$ cat src/hw/rtl/scbm_pkg.sv
package scbm_pkg;

  // Timer ticks per second and the prescaler width that holds 0 .. TICKS_PER_SECOND-1
  localparam int TICKS_PER_SECOND = 1000;
  localparam int PRESCALE_W = (TICKS_PER_SECOND > 1) ? $clog2(TICKS_PER_SECOND) : 1;

  // Menu items
  localparam logic [3:0] ITEM_MIN    = 4'd0;
  localparam logic [3:0] ITEM_HOUR   = 4'd1;
  localparam logic [3:0] ITEM_DAY    = 4'd2;
  localparam logic [3:0] ITEM_MONTH  = 4'd3;
  localparam logic [3:0] ITEM_YEAR   = 4'd4;
  localparam logic [3:0] ITEM_TEMP_SEL = 4'd5;  // selection index that opens temperature view
  localparam logic [3:0] ITEM_LAST_SLOT = 4'd9;
  localparam logic [3:0] ITEM_SELECT = 4'd10;
  localparam logic [3:0] ITEM_TEMP   = 4'd11;

  // Edit limits per item
  localparam logic [6:0] LIMIT_SELECT = 7'd9;
  localparam logic [6:0] LIMIT_MIN    = 7'd59;
  localparam logic [6:0] LIMIT_HOUR   = 7'd23;
  localparam logic [6:0] LIMIT_DAY    = 7'd31;
  localparam logic [6:0] LIMIT_MONTH  = 7'd12;
  localparam logic [6:0] LIMIT_YEAR   = 7'd99;
  localparam logic [6:0] LIMIT_TEMP   = 7'd0;

  // Temperature scale 488/1000 = 61/125; 1/125 as 67109 / 2^23 is exact for sample*61 < 2^16
  localparam int          TEMP_SHIFT = 23;
  localparam logic [21:0] TEMP_MULT  = 22'(61 * 67109);
  localparam logic [7:0]  TEMP_MAX   = 8'd255;

  // Key bit positions in a 4-bit key vector
  localparam int KEY_MENU   = 0;
  localparam int KEY_OPTION = 1;
  localparam int KEY_UP     = 2;
  localparam int KEY_DOWN   = 3;

  typedef struct packed {
    logic       command;
    logic       menu_key;
    logic       option_key;
    logic       up_key;
    logic       down_key;
    logic [9:0] temp_sample;
  } scbm_item_t;

  // Clock digit load request from the menu save path
  typedef struct packed {
    logic       min_load;
    logic       hr_load;
    logic [5:0] value;
  } scbm_load_t;

  // Binary 0..63 to BCD {tens[2:0], units[3:0]}; v*13>>7 equals v/10 over this range
  function automatic logic [6:0] bin_to_bcd(input logic [5:0] v);
    logic [9:0] prod;
    logic [2:0] tens;
    logic [6:0] tens_x10;
    logic [6:0] units;
    prod     = 10'(v) * 10'd13;
    tens     = prod[9:7];
    tens_x10 = 7'(tens) * 7'd10;
    units    = {1'b0, v} - tens_x10;
    return {tens, units[3:0]};
  endfunction

endpackage

$ cat src/hw/rtl/scbm_if.sv
interface scbm_in_if;
  import scbm_pkg::*;
  logic       valid;
  logic       ready;
  logic       command;
  logic       menu_key;
  logic       option_key;
  logic       up_key;
  logic       down_key;
  logic [9:0] temp_sample;

  modport source (output valid, command, menu_key, option_key, up_key, down_key, temp_sample,
                  input ready);
  modport sink   (input valid, command, menu_key, option_key, up_key, down_key, temp_sample,
                  output ready);
endinterface

interface scbm_out_if;
  logic       valid;
  logic       ready;
  logic [1:0] hour_tens_digit;
  logic [3:0] hour_units_digit;
  logic [2:0] minute_tens_digit;
  logic [3:0] minute_units_digit;
  logic [2:0] second_tens_digit;
  logic [3:0] second_units_digit;
  logic       menu_on;
  logic [3:0] current_item;
  logic [6:0] edit_count;
  logic [7:0] degrees;

  modport source (output valid, hour_tens_digit, hour_units_digit, minute_tens_digit,
                  minute_units_digit, second_tens_digit, second_units_digit, menu_on,
                  current_item, edit_count, degrees, input ready);
  modport sink   (input valid, hour_tens_digit, hour_units_digit, minute_tens_digit,
                  minute_units_digit, second_tens_digit, second_units_digit, menu_on,
                  current_item, edit_count, degrees, output ready);
endinterface

$ cat src/hw/rtl/settable_bcd_clock_menu_core.sv
// 24-hour BCD clock with a set menu. Every item on the input channel is either
// a timer tick (command 0) or a key and temperature scan (command 1), and every
// item yields exactly one result: the clock digits, menu state, edit value and
// scaled temperature as they stand after that item. Keys are active low and act
// on falling edges seen between scans; ticks ignore the key and sample fields.
// Each second takes TICKS_PER_SECOND ticks (package constant). An item is first
// held in the input register and then applied to the state registers, which
// serve as the result register; the block takes one item per clock while the
// result side takes results. The input side keeps accepting while a result
// waits, until one item is parked in the input register behind an untaken
// result.
module settable_bcd_clock_menu_core
  import scbm_pkg::*;
(
  input logic        clk,
  input logic        rst,
  scbm_in_if.sink    items,
  scbm_out_if.source results
);

  // input register
  logic       in_vld;
  scbm_item_t in_reg;

  // result handshake
  logic out_vld;
  logic advance;   // result slot free or being drained this cycle
  logic fire;      // registered item is applied to the state this cycle
  logic tick;
  logic scan;

  scbm_load_t load;
  logic [3:0] keys;

  assign advance     = !out_vld || results.ready;
  assign fire        = in_vld && advance;
  assign tick        = fire && !in_reg.command;
  assign scan        = fire && in_reg.command;
  assign items.ready = !in_vld || advance;
  assign keys        = {in_reg.down_key, in_reg.up_key, in_reg.option_key, in_reg.menu_key};

  always_ff @(posedge clk) begin
    if (rst) begin
      in_vld <= 1'b0;
    end else if (items.valid && items.ready) begin
      in_vld <= 1'b1;
    end else if (advance) begin
      in_vld <= 1'b0;
    end
  end

  always_ff @(posedge clk) begin
    if (items.valid && items.ready) begin
      in_reg.command     <= items.command;
      in_reg.menu_key    <= items.menu_key;
      in_reg.option_key  <= items.option_key;
      in_reg.up_key      <= items.up_key;
      in_reg.down_key    <= items.down_key;
      in_reg.temp_sample <= items.temp_sample;
    end
  end

  // The state registers only change on fire, and fire only happens when the
  // previous result is gone, so they serve directly as the result register.
  always_ff @(posedge clk) begin
    if (rst) begin
      out_vld <= 1'b0;
    end else if (fire) begin
      out_vld <= 1'b1;
    end else if (results.ready) begin
      out_vld <= 1'b0;
    end
  end

  assign results.valid = out_vld;

  scbm_clock u_clock (
    .clk       (clk),
    .rst       (rst),
    .tick      (tick),
    .load      (load),
    .hr_tens   (results.hour_tens_digit),
    .hr_units  (results.hour_units_digit),
    .min_tens  (results.minute_tens_digit),
    .min_units (results.minute_units_digit),
    .sec_tens  (results.second_tens_digit),
    .sec_units (results.second_units_digit)
  );

  scbm_menu u_menu (
    .clk          (clk),
    .rst          (rst),
    .scan         (scan),
    .keys         (keys),
    .load         (load),
    .menu_on      (results.menu_on),
    .current_item (results.current_item),
    .edit_count   (results.edit_count)
  );

  scbm_temp u_temp (
    .clk         (clk),
    .rst         (rst),
    .scan        (scan),
    .temp_sample (in_reg.temp_sample),
    .degrees     (results.degrees)
  );

  // a consumed input item always produces a result
  a_fire_gives_result: assert property (@(posedge clk) disable iff (rst)
    fire |=> out_vld)
    else $error("item applied but no result");

  // input stalls only with an item parked behind an untaken result
  a_stall_cause: assert property (@(posedge clk) disable iff (rst)
    !items.ready |-> (in_vld && out_vld && !results.ready))
    else $error("input stalled without cause");

  // menu state moves only when an item is applied
  a_menu_hold: assert property (@(posedge clk) disable iff (rst)
    !fire |=> ($stable(results.edit_count) && $stable(results.current_item)
               && $stable(results.menu_on)))
    else $error("menu state changed without an item");

  // seconds digits stay in BCD range
  a_sec_range: assert property (@(posedge clk) disable iff (rst)
    out_vld |-> (results.second_units_digit <= 4'd9 && results.second_tens_digit <= 3'd5))
    else $error("seconds digit out of range");

endmodule

$ cat src/hw/rtl/scbm_clock.sv
module scbm_clock
  import scbm_pkg::*;
(
  input  logic       clk,
  input  logic       rst,
  input  logic       tick,
  input  scbm_load_t load,
  output logic [1:0] hr_tens,
  output logic [3:0] hr_units,
  output logic [2:0] min_tens,
  output logic [3:0] min_units,
  output logic [2:0] sec_tens,
  output logic [3:0] sec_units
);

  logic [PRESCALE_W-1:0] prescaler, prescaler_next;
  logic [PRESCALE_W:0]   pre_inc;
  logic [1:0] hr_tens_next;
  logic [3:0] hr_units_next, min_units_next, sec_units_next;
  logic [2:0] min_tens_next, sec_tens_next;
  logic [4:0] su1, st1, mu1, mt1, hu1;
  logic [6:0] min_bcd, hr_bcd;

  always_comb begin
    prescaler_next = prescaler;
    sec_units_next = sec_units;
    sec_tens_next  = sec_tens;
    min_units_next = min_units;
    min_tens_next  = min_tens;
    hr_units_next  = hr_units;
    hr_tens_next   = hr_tens;
    pre_inc = {1'b0, prescaler} + 1'b1;
    su1 = 5'(sec_units) + 5'd1;
    st1 = 5'(sec_tens) + 5'd1;
    mu1 = 5'(min_units) + 5'd1;
    mt1 = 5'(min_tens) + 5'd1;
    hu1 = 5'(hr_units) + 5'd1;
    min_bcd = bin_to_bcd(load.value);
    hr_bcd  = bin_to_bcd({1'b0, load.value[4:0]});

    if (tick) begin
      prescaler_next = pre_inc[PRESCALE_W-1:0];
      if (pre_inc >= (PRESCALE_W+1)'(TICKS_PER_SECOND)) begin
        prescaler_next = '0;
        // BCD carry chain, seconds into hours
        if (su1 < 5'd10) begin
          sec_units_next = su1[3:0];
        end else begin
          sec_units_next = '0;
          if (st1 < 5'd6) begin
            sec_tens_next = st1[2:0];
          end else begin
            sec_tens_next = '0;
            if (mu1 < 5'd10) begin
              min_units_next = mu1[3:0];
            end else begin
              min_units_next = '0;
              if (mt1 < 5'd6) begin
                min_tens_next = mt1[2:0];
              end else begin
                min_tens_next = '0;
                hr_units_next = hu1[3:0];
                if (hu1 >= 5'd10) begin
                  hr_units_next = '0;
                  hr_tens_next  = hr_tens + 2'd1;
                end
                if (hr_tens_next == 2'd2 && hr_units_next == 4'd4) begin
                  hr_units_next = '0;
                  hr_tens_next  = '0;
                end
              end
            end
          end
        end
      end
    end

    if (load.min_load) begin
      min_tens_next  = min_bcd[6:4];
      min_units_next = min_bcd[3:0];
    end
    if (load.hr_load) begin
      hr_tens_next  = hr_bcd[5:4];
      hr_units_next = hr_bcd[3:0];
    end
  end

  always_ff @(posedge clk) begin
    if (rst) begin
      prescaler <= '0;
      sec_units <= '0;
      sec_tens  <= '0;
      min_units <= '0;
      min_tens  <= '0;
      hr_units  <= '0;
      hr_tens   <= '0;
    end else begin
      prescaler <= prescaler_next;
      sec_units <= sec_units_next;
      sec_tens  <= sec_tens_next;
      min_units <= min_units_next;
      min_tens  <= min_tens_next;
      hr_units  <= hr_units_next;
      hr_tens   <= hr_tens_next;
    end
  end

endmodule

$ cat src/hw/rtl/scbm_temp.sv
module scbm_temp
  import scbm_pkg::*;
(
  input  logic       clk,
  input  logic       rst,
  input  logic       scan,
  input  logic [9:0] temp_sample,
  output logic [7:0] degrees
);

  logic [31:0] product;
  logic [8:0]  scaled;
  logic [7:0]  degrees_next;

  // sample * 488 / 1000 as one constant multiply and a shift
  assign product      = 32'(temp_sample) * 32'(TEMP_MULT);
  assign scaled       = product[TEMP_SHIFT +: 9];
  assign degrees_next = scaled[8] ? TEMP_MAX : scaled[7:0];

  always_ff @(posedge clk) begin
    if (rst) begin
      degrees <= '0;
    end else if (scan) begin
      degrees <= degrees_next;
    end
  end

endmodule

$ cat src/hw/rtl/scbm_menu.sv
module scbm_menu
  import scbm_pkg::*;
(
  input  logic       clk,
  input  logic       rst,
  input  logic       scan,
  input  logic [3:0] keys,       // {down, up, option, menu}, 0 = pressed
  output scbm_load_t load,
  output logic       menu_on,
  output logic [3:0] current_item,
  output logic [6:0] edit_count
);

  logic [3:0] prev_keys;
  logic       save_pending, save_pending_next;
  logic [6:0] value_limit, value_limit_next;
  logic [5:0] stored_minute, stored_minute_next;
  logic [4:0] stored_hour, stored_hour_next;
  logic [4:0] stored_day, stored_day_next;
  logic [3:0] stored_month, stored_month_next;
  logic [6:0] stored_year, stored_year_next;
  logic       menu_on_next;
  logic [3:0] item_next;
  logic [6:0] edit_next;
  logic [3:0] fell;
  logic [3:0] sel;
  logic [6:0] edit_up;

  always_comb begin
    menu_on_next       = menu_on;
    item_next          = current_item;
    edit_next          = edit_count;
    save_pending_next  = save_pending;
    value_limit_next   = value_limit;
    stored_minute_next = stored_minute;
    stored_hour_next   = stored_hour;
    stored_day_next    = stored_day;
    stored_month_next  = stored_month;
    stored_year_next   = stored_year;
    load               = '0;
    load.value         = edit_count[5:0];
    fell               = prev_keys & ~keys;
    sel                = '0;
    edit_up            = '0;

    if (scan) begin
      if (fell[KEY_MENU]) begin
        menu_on_next = ~menu_on;
        if (!menu_on) begin
          item_next         = ITEM_SELECT;
          edit_next         = '0;
          save_pending_next = 1'b0;
        end
      end

      if (fell[KEY_OPTION] && menu_on_next) begin
        if (save_pending_next) begin
          // save; edit value still holds the value being stored
          unique case (item_next)
            ITEM_MIN: begin
              stored_minute_next = edit_next[5:0];
              load.min_load      = 1'b1;
            end
            ITEM_HOUR: begin
              stored_hour_next = edit_next[4:0];
              load.hr_load     = 1'b1;
            end
            ITEM_DAY:   stored_day_next   = edit_next[4:0];
            ITEM_MONTH: stored_month_next = edit_next[3:0];
            ITEM_YEAR:  stored_year_next  = edit_next;
            default: ;
          endcase
          save_pending_next = 1'b0;
          item_next         = ITEM_SELECT;
          edit_next         = '0;
        end else if (item_next == ITEM_SELECT) begin
          // selection index as it stands after a menu entry in the same scan
          sel               = (edit_next > 7'(ITEM_LAST_SLOT)) ? ITEM_LAST_SLOT :
                              edit_next[3:0];
          save_pending_next = 1'b1;
          edit_next         = '0;
          item_next         = (sel == ITEM_TEMP_SEL) ? ITEM_TEMP : sel;
          unique case (sel)
            ITEM_MIN:   edit_next = 7'(stored_minute);
            ITEM_HOUR:  edit_next = 7'(stored_hour);
            ITEM_DAY:   edit_next = 7'(stored_day);
            ITEM_MONTH: edit_next = 7'(stored_month);
            ITEM_YEAR:  edit_next = stored_year;
            default: ;
          endcase
        end
      end

      if (menu_on_next) begin
        unique case (item_next)
          ITEM_SELECT: value_limit_next = LIMIT_SELECT;
          ITEM_MIN:    value_limit_next = LIMIT_MIN;
          ITEM_HOUR:   value_limit_next = LIMIT_HOUR;
          ITEM_DAY:    value_limit_next = LIMIT_DAY;
          ITEM_MONTH:  value_limit_next = LIMIT_MONTH;
          ITEM_YEAR:   value_limit_next = LIMIT_YEAR;
          ITEM_TEMP:   value_limit_next = LIMIT_TEMP;
          default: ;
        endcase
      end

      if (item_next != ITEM_TEMP) begin
        if (fell[KEY_UP]) begin
          edit_up   = edit_next + 7'd1;
          edit_next = (edit_up > value_limit_next) ? 7'd0 : edit_up;
        end
        if (fell[KEY_DOWN]) begin
          edit_next = (edit_next == 7'd0) ? value_limit_next : edit_next - 7'd1;
        end
      end
    end
  end

  always_ff @(posedge clk) begin
    if (rst) begin
      prev_keys     <= '1;
      menu_on       <= 1'b0;
      current_item  <= ITEM_MIN;
      edit_count    <= '0;
      save_pending  <= 1'b0;
      value_limit   <= '0;
      stored_minute <= '0;
      stored_hour   <= '0;
      stored_day    <= '0;
      stored_month  <= '0;
      stored_year   <= '0;
    end else begin
      if (scan) begin
        prev_keys <= keys;
      end
      menu_on       <= menu_on_next;
      current_item  <= item_next;
      edit_count    <= edit_next;
      save_pending  <= save_pending_next;
      value_limit   <= value_limit_next;
      stored_minute <= stored_minute_next;
      stored_hour   <= stored_hour_next;
      stored_day    <= stored_day_next;
      stored_month  <= stored_month_next;
      stored_year   <= stored_year_next;
    end
  end

endmodule

$ cat src/flat_wrapper.sv
// flat-port wrapper written by rule: the top's interface ports become plain ports
module settable_bcd_clock_menu_core_flat import scbm_pkg::*;
  (clk, rst, items_valid, items_command, items_menu_key, items_option_key, items_up_key, items_down_key, items_temp_sample, items_ready, results_valid, results_hour_tens_digit, results_hour_units_digit, results_minute_tens_digit, results_minute_units_digit, results_second_tens_digit, results_second_units_digit, results_menu_on, results_current_item, results_edit_count, results_degrees, results_ready);
  scbm_in_if items_i ();
  scbm_out_if results_i ();
  input logic clk;
  input logic rst;
  input wire logic [$bits(items_i.valid)-1:0] items_valid;
  input wire logic [$bits(items_i.command)-1:0] items_command;
  input wire logic [$bits(items_i.menu_key)-1:0] items_menu_key;
  input wire logic [$bits(items_i.option_key)-1:0] items_option_key;
  input wire logic [$bits(items_i.up_key)-1:0] items_up_key;
  input wire logic [$bits(items_i.down_key)-1:0] items_down_key;
  input wire logic [$bits(items_i.temp_sample)-1:0] items_temp_sample;
  output wire logic [$bits(items_i.ready)-1:0] items_ready;
  output wire logic [$bits(results_i.valid)-1:0] results_valid;
  output wire logic [$bits(results_i.hour_tens_digit)-1:0] results_hour_tens_digit;
  output wire logic [$bits(results_i.hour_units_digit)-1:0] results_hour_units_digit;
  output wire logic [$bits(results_i.minute_tens_digit)-1:0] results_minute_tens_digit;
  output wire logic [$bits(results_i.minute_units_digit)-1:0] results_minute_units_digit;
  output wire logic [$bits(results_i.second_tens_digit)-1:0] results_second_tens_digit;
  output wire logic [$bits(results_i.second_units_digit)-1:0] results_second_units_digit;
  output wire logic [$bits(results_i.menu_on)-1:0] results_menu_on;
  output wire logic [$bits(results_i.current_item)-1:0] results_current_item;
  output wire logic [$bits(results_i.edit_count)-1:0] results_edit_count;
  output wire logic [$bits(results_i.degrees)-1:0] results_degrees;
  input wire logic [$bits(results_i.ready)-1:0] results_ready;
  assign items_i.valid = items_valid;
  assign items_i.command = items_command;
  assign items_i.menu_key = items_menu_key;
  assign items_i.option_key = items_option_key;
  assign items_i.up_key = items_up_key;
  assign items_i.down_key = items_down_key;
  assign items_i.temp_sample = items_temp_sample;
  assign items_ready = items_i.ready;
  assign results_valid = results_i.valid;
  assign results_hour_tens_digit = results_i.hour_tens_digit;
  assign results_hour_units_digit = results_i.hour_units_digit;
  assign results_minute_tens_digit = results_i.minute_tens_digit;
  assign results_minute_units_digit = results_i.minute_units_digit;
  assign results_second_tens_digit = results_i.second_tens_digit;
  assign results_second_units_digit = results_i.second_units_digit;
  assign results_menu_on = results_i.menu_on;
  assign results_current_item = results_i.current_item;
  assign results_edit_count = results_i.edit_count;
  assign results_degrees = results_i.degrees;
  assign results_i.ready = results_ready;
  settable_bcd_clock_menu_core u_core (.clk(clk), .rst(rst), .items(items_i), .results(results_i));
endmodule
$ cat config.mk
export PLATFORM = sky130hd
export DESIGN_NAME = settable_bcd_clock_menu_core_flat
export DESIGN_NICKNAME = d
export VERILOG_FILES = /design/src/hw/rtl/scbm_pkg.sv /design/src/hw/rtl/scbm_if.sv /design/src/hw/rtl/settable_bcd_clock_menu_core.sv /design/src/hw/rtl/scbm_clock.sv /design/src/hw/rtl/scbm_temp.sv /design/src/hw/rtl/scbm_menu.sv /design/src/flat_wrapper.sv
export SDC_FILE = /design/constraint.sdc
export NUM_CORES = 1
export LEC_CHECK = 0
export ABC_AREA = 1
export BUFFER_PORTS_ARGS = -buffer_cell sky130_fd_sc_hd__buf_2
export CAP_MARGIN = 20
export CELL_PAD_IN_SITES_DETAIL_PLACEMENT = 0
export CELL_PAD_IN_SITES_GLOBAL_PLACEMENT = 1
export CORE_UTILIZATION = 50
export CTS_CLUSTER_SIZE = 8
export DETAILED_ROUTE_END_ITERATION = 12
export PLACE_DENSITY = 0.95
export SYNTH_ARGS = -nofsm -noshare
export SYNTH_HDL_FRONTEND = slang
export SYNTH_HIERARCHICAL = 1
export SYNTH_SLANG_ARGS = --single-unit
$ cat constraint.sdc
create_clock -name clk -period 8.1 [get_ports clk]
set_input_delay 1.215 -clock clk [delete_from_list [all_inputs] [get_ports clk]]
set_output_delay 1.215 -clock clk [all_outputs]
set_load 0.01 [all_outputs]
==> flow_summary.json <==
{
  "crit_type": "register to register",
  "yosys.area_share.simple": 0.2922,
  "drive_above_1_share": 0.1125,
  "yosysMostFrequentCell": "nand2_1",
  "place_inst": 1890,
  "synth-edff-count": 15,
  "routed_via_density": 5.228,
  "globalplace.congestion": 0.9093,
  "slowest_delay_ns": 0.38,
  "finClkSkew_ns": 0.01052,
  "hold_violations": 0,
  "drcViolationCount": 6,
  "portBuffers": 60,
  "grt_max_degree": 40,
  "final_nets": 1828,
  "track_usage": 0.2418,
  "ios": 61,
  "cts_tree": "yes",
  "syn-instance-count": 1577,
  "synth_compound_area_frac": 0.1161,
  "cts_max_level": 3,
  "cts.hold.buffers_added": 0,
  "critical_path_buf_inv_count": 5,
  "post_cts_buffers": 0,
  "fin_setup_tns_ns": 0,
  "finalCritPeriodShare": 0.6555,
  "startpoint_type": "register",
  "r2r_start": "u_core/in_reg[13]",
  "muxShareOfSynthArea": 0,
  "synthDistinctLibCells": 57,
  "rsz0062_at_grt": "false",
  "yosysSeqAreaShare": 0.2022,
  "clk_pin_slew_ns": 0.08,
  "slew-limit-headroom": 0.2812,
  "max_freq_mhz": 188.4,
  "drt_iter0_drc": 534,
  "tightest_slew_ns": 1.077,
  "synth_top_area_frac": 0.1621,
  "cts_resized": 0,
  "die_h_um": 151.9,
  "postSynth.asyncResetShare": 0,
  "hpwlAfterDp_um": 21710,
  "synth-main-ff-cell": "dfxtp_1",
  "grt.overflow.total": 0,
  "ys_ff_latch": 106,
  "post_drt_wl_per_cell_um": 14.33,
  "die_area_um2": 23080,
  "power_density_nw_per_um2": 262.8,
  "cts_sinks": 106,
  "cp-end-kind": "register",
  "synth_xor_area_frac": 0.02183,
  "stdcell_count": 1906,
  "drv_cap": 0,
  "coreArea_um2": 21960,
  "diodes": 0,
  "antenna_found_initial": 0,
  "syn_to_final_growth_pct": 7.506,
  "via_count": 9964,
  "synthAdderAreaFrac": 0.2528,
  "synth_area_leaders": "dfxtp_1 16%, ha_1 14%, nand2_1 12%",
  "cp_top_family": "simple AND/OR/NAND/NOR gates",
  "synth_top_family_by_area": "simple AND/OR/NAND/NOR gates",
  "first_pass_iters": 9,
  "synth_nets": 1784,
  "setup_violations": 0,
  "grt_pass1_vias": 9485,
  "fin_crit_ns": 5.309,
  "drv_slew": 0,
  "clk_latency_ns": 0.36,
  "violations": "DRC",
  "cp_max_fo": 13,
  "critPathSlowestCell": "nor2_1",
  "hold_path_class": "register to register",
  "synth_common_cells": "354 x nand2_1, 282 x inv_1, 133 x nor2_1, 123 x ha_1, 106 x a21oi_1",
  "power.leakage_nw": 6.313,
  "cp_common_cell": "nand2_1",
  "vdd_drop_max_mv": 0.1637,
  "critPathRequiredTime_ns": 8.35,
  "rows": 54,
  "cts_max_path_buffers": 2,
  "worstHoldStart": "u_core/u_menu/prev_keys[3]",
  "cp.arrival_ns": 5.56,
  "synth_area_per_cell_um2": 7.125,
  "drt-total-wl_um": 27320,
  "synth_warnings": 6,
  "largest_reg_flops": 15,
  "cts_made_buffers": 9,
  "die_w_um": 151.9,
  "crit_path_start": "u_core/in_reg[13]",
  "netlist_area_um2": 11240,
  "outcome": "finished with violations",
  "root_buffer": "clkbuf_16",
  "grt_pass1_wl_um": 45750,
  "initial_utilization": 0.5117,
  "yosysTopAreaCell": "dfxtp_1",
  "ant_nets": 0
}
-- per-stage QoR --
stage / setup WS [ns] / power, mW / utilization / instance area (µm²) / hold WS (ns)
final: 2.791 / 3.174 / 0.5501 / 12080 / 0.4657
after global routing: 2.223 / 3.555 / 0.5501 / 12080 / 0.4944
after CTS: 2.845 / 3.214 / 0.5501 / 12080 / 0.4662
after detailed placement: 2.910 / 2.705 / 0.5352 / 11750 / 0.4542
after global placement: 3.059 / 2.691 / 0.5352 / 11750 / 0.4484
after floorplan: 3.638 / 2.234 / - / 11240 / 0.4366
-- cells in the final DEF, fill, tap and decap left out, types with 7 or more instances in the layout --
master / Yosys / layout
nand2_1: 354 / 354
inv_1: 282 / 282
nor2_1: 133 / 132
ha_1: 123 / 123
a21oi_1: 106 / 106
nand3_1: 95 / 95
dfxtp_1: 91 / 91
o21ai_0: 70 / 70
fa_1: 65 / 65
buf_2: 5 / 60
nor2_2: 19 / 20
nand4_1: 20 / 20
xor2_1: 17 / 17
nand3_2: 16 / 16
edfxtp_1: 15 / 15
nand2_2: 12 / 12
nor3_1: 13 / 12
xnor2_1: 11 / 11
inv_2: 10 / 10
clkbuf_16: 0 / 9
o211ai_1: 8 / 8
nor2_4: 7 / 7
-- worst paths after layout --
check	endpoint	slack [ns]	depth (start not counted)
worst max-delay path	u_core/u_menu/edit_count[4]	2.79	30
worst min-delay path	u_core/u_menu/prev_keys[3]	0.47	2
worst max register to register	u_core/u_menu/edit_count[4]	2.79	30
worst min register to register	u_core/u_menu/prev_keys[3]	0.47	2
-- area by class of cell --
| cell class | instances | area [µm²] |
|---|---|---|
| clock buffer | 9 | 225.2 |
| timing repair buffer | 63 | 322.8 |
| clock inverter | 7 | 101.3 |
| sequential | 106 | 2272 |
| inverter | 297 | 1126 |
| fill | 2096 | 9879 |
| multi-input combinational | 1144 | 7681 |
| tap | 280 | 350.3 |
-- worst register-to-register path: cells and delay by family (launching register included) --
family | cells | cell delay [ns]
compound gates | 8 | 1.53
xor+xnor | 1 | 0.14
fa+ha+maj | 2 | 0.54
buf+inv | 5 | 0.55
flops | 1 | 0.36
simple gates | 14 | 2.08
-- layer usage --
| layer | global-route usage | vias to the layer above | wire length, µm |
|---|---|---|---|
| li1 | - | 5105 | - |
| met1 | 0.3188 | 4603 | 12510 |
| met2 | 0.4156 | 217 | 13110 |
| met3 | 0.02824 | 39 | 1149 |
| met4 | 0.07191 | 0 | 546 |
| met5 | 0 | - | 0 |
-- where the power goes --
group / total, mW / internal [mW] / switching (mW)
sequential: 0.570 / 0.549 / 0.0211
clock: 0.493 / 0.274 / 0.218
combinational: 2.11 / 0.774 / 1.34
total: 3.17 / 1.60 / 1.58
-- cells by family after synthesis --
family                     Yosys count
adders and majority gates          188
buffers and inverters              327
xor gates and xnor gates            28
AOI/OAI and AO/OA                  228
DFF                                106
and+or+nand+nor                    700
(Power assumes the default switching activity.)
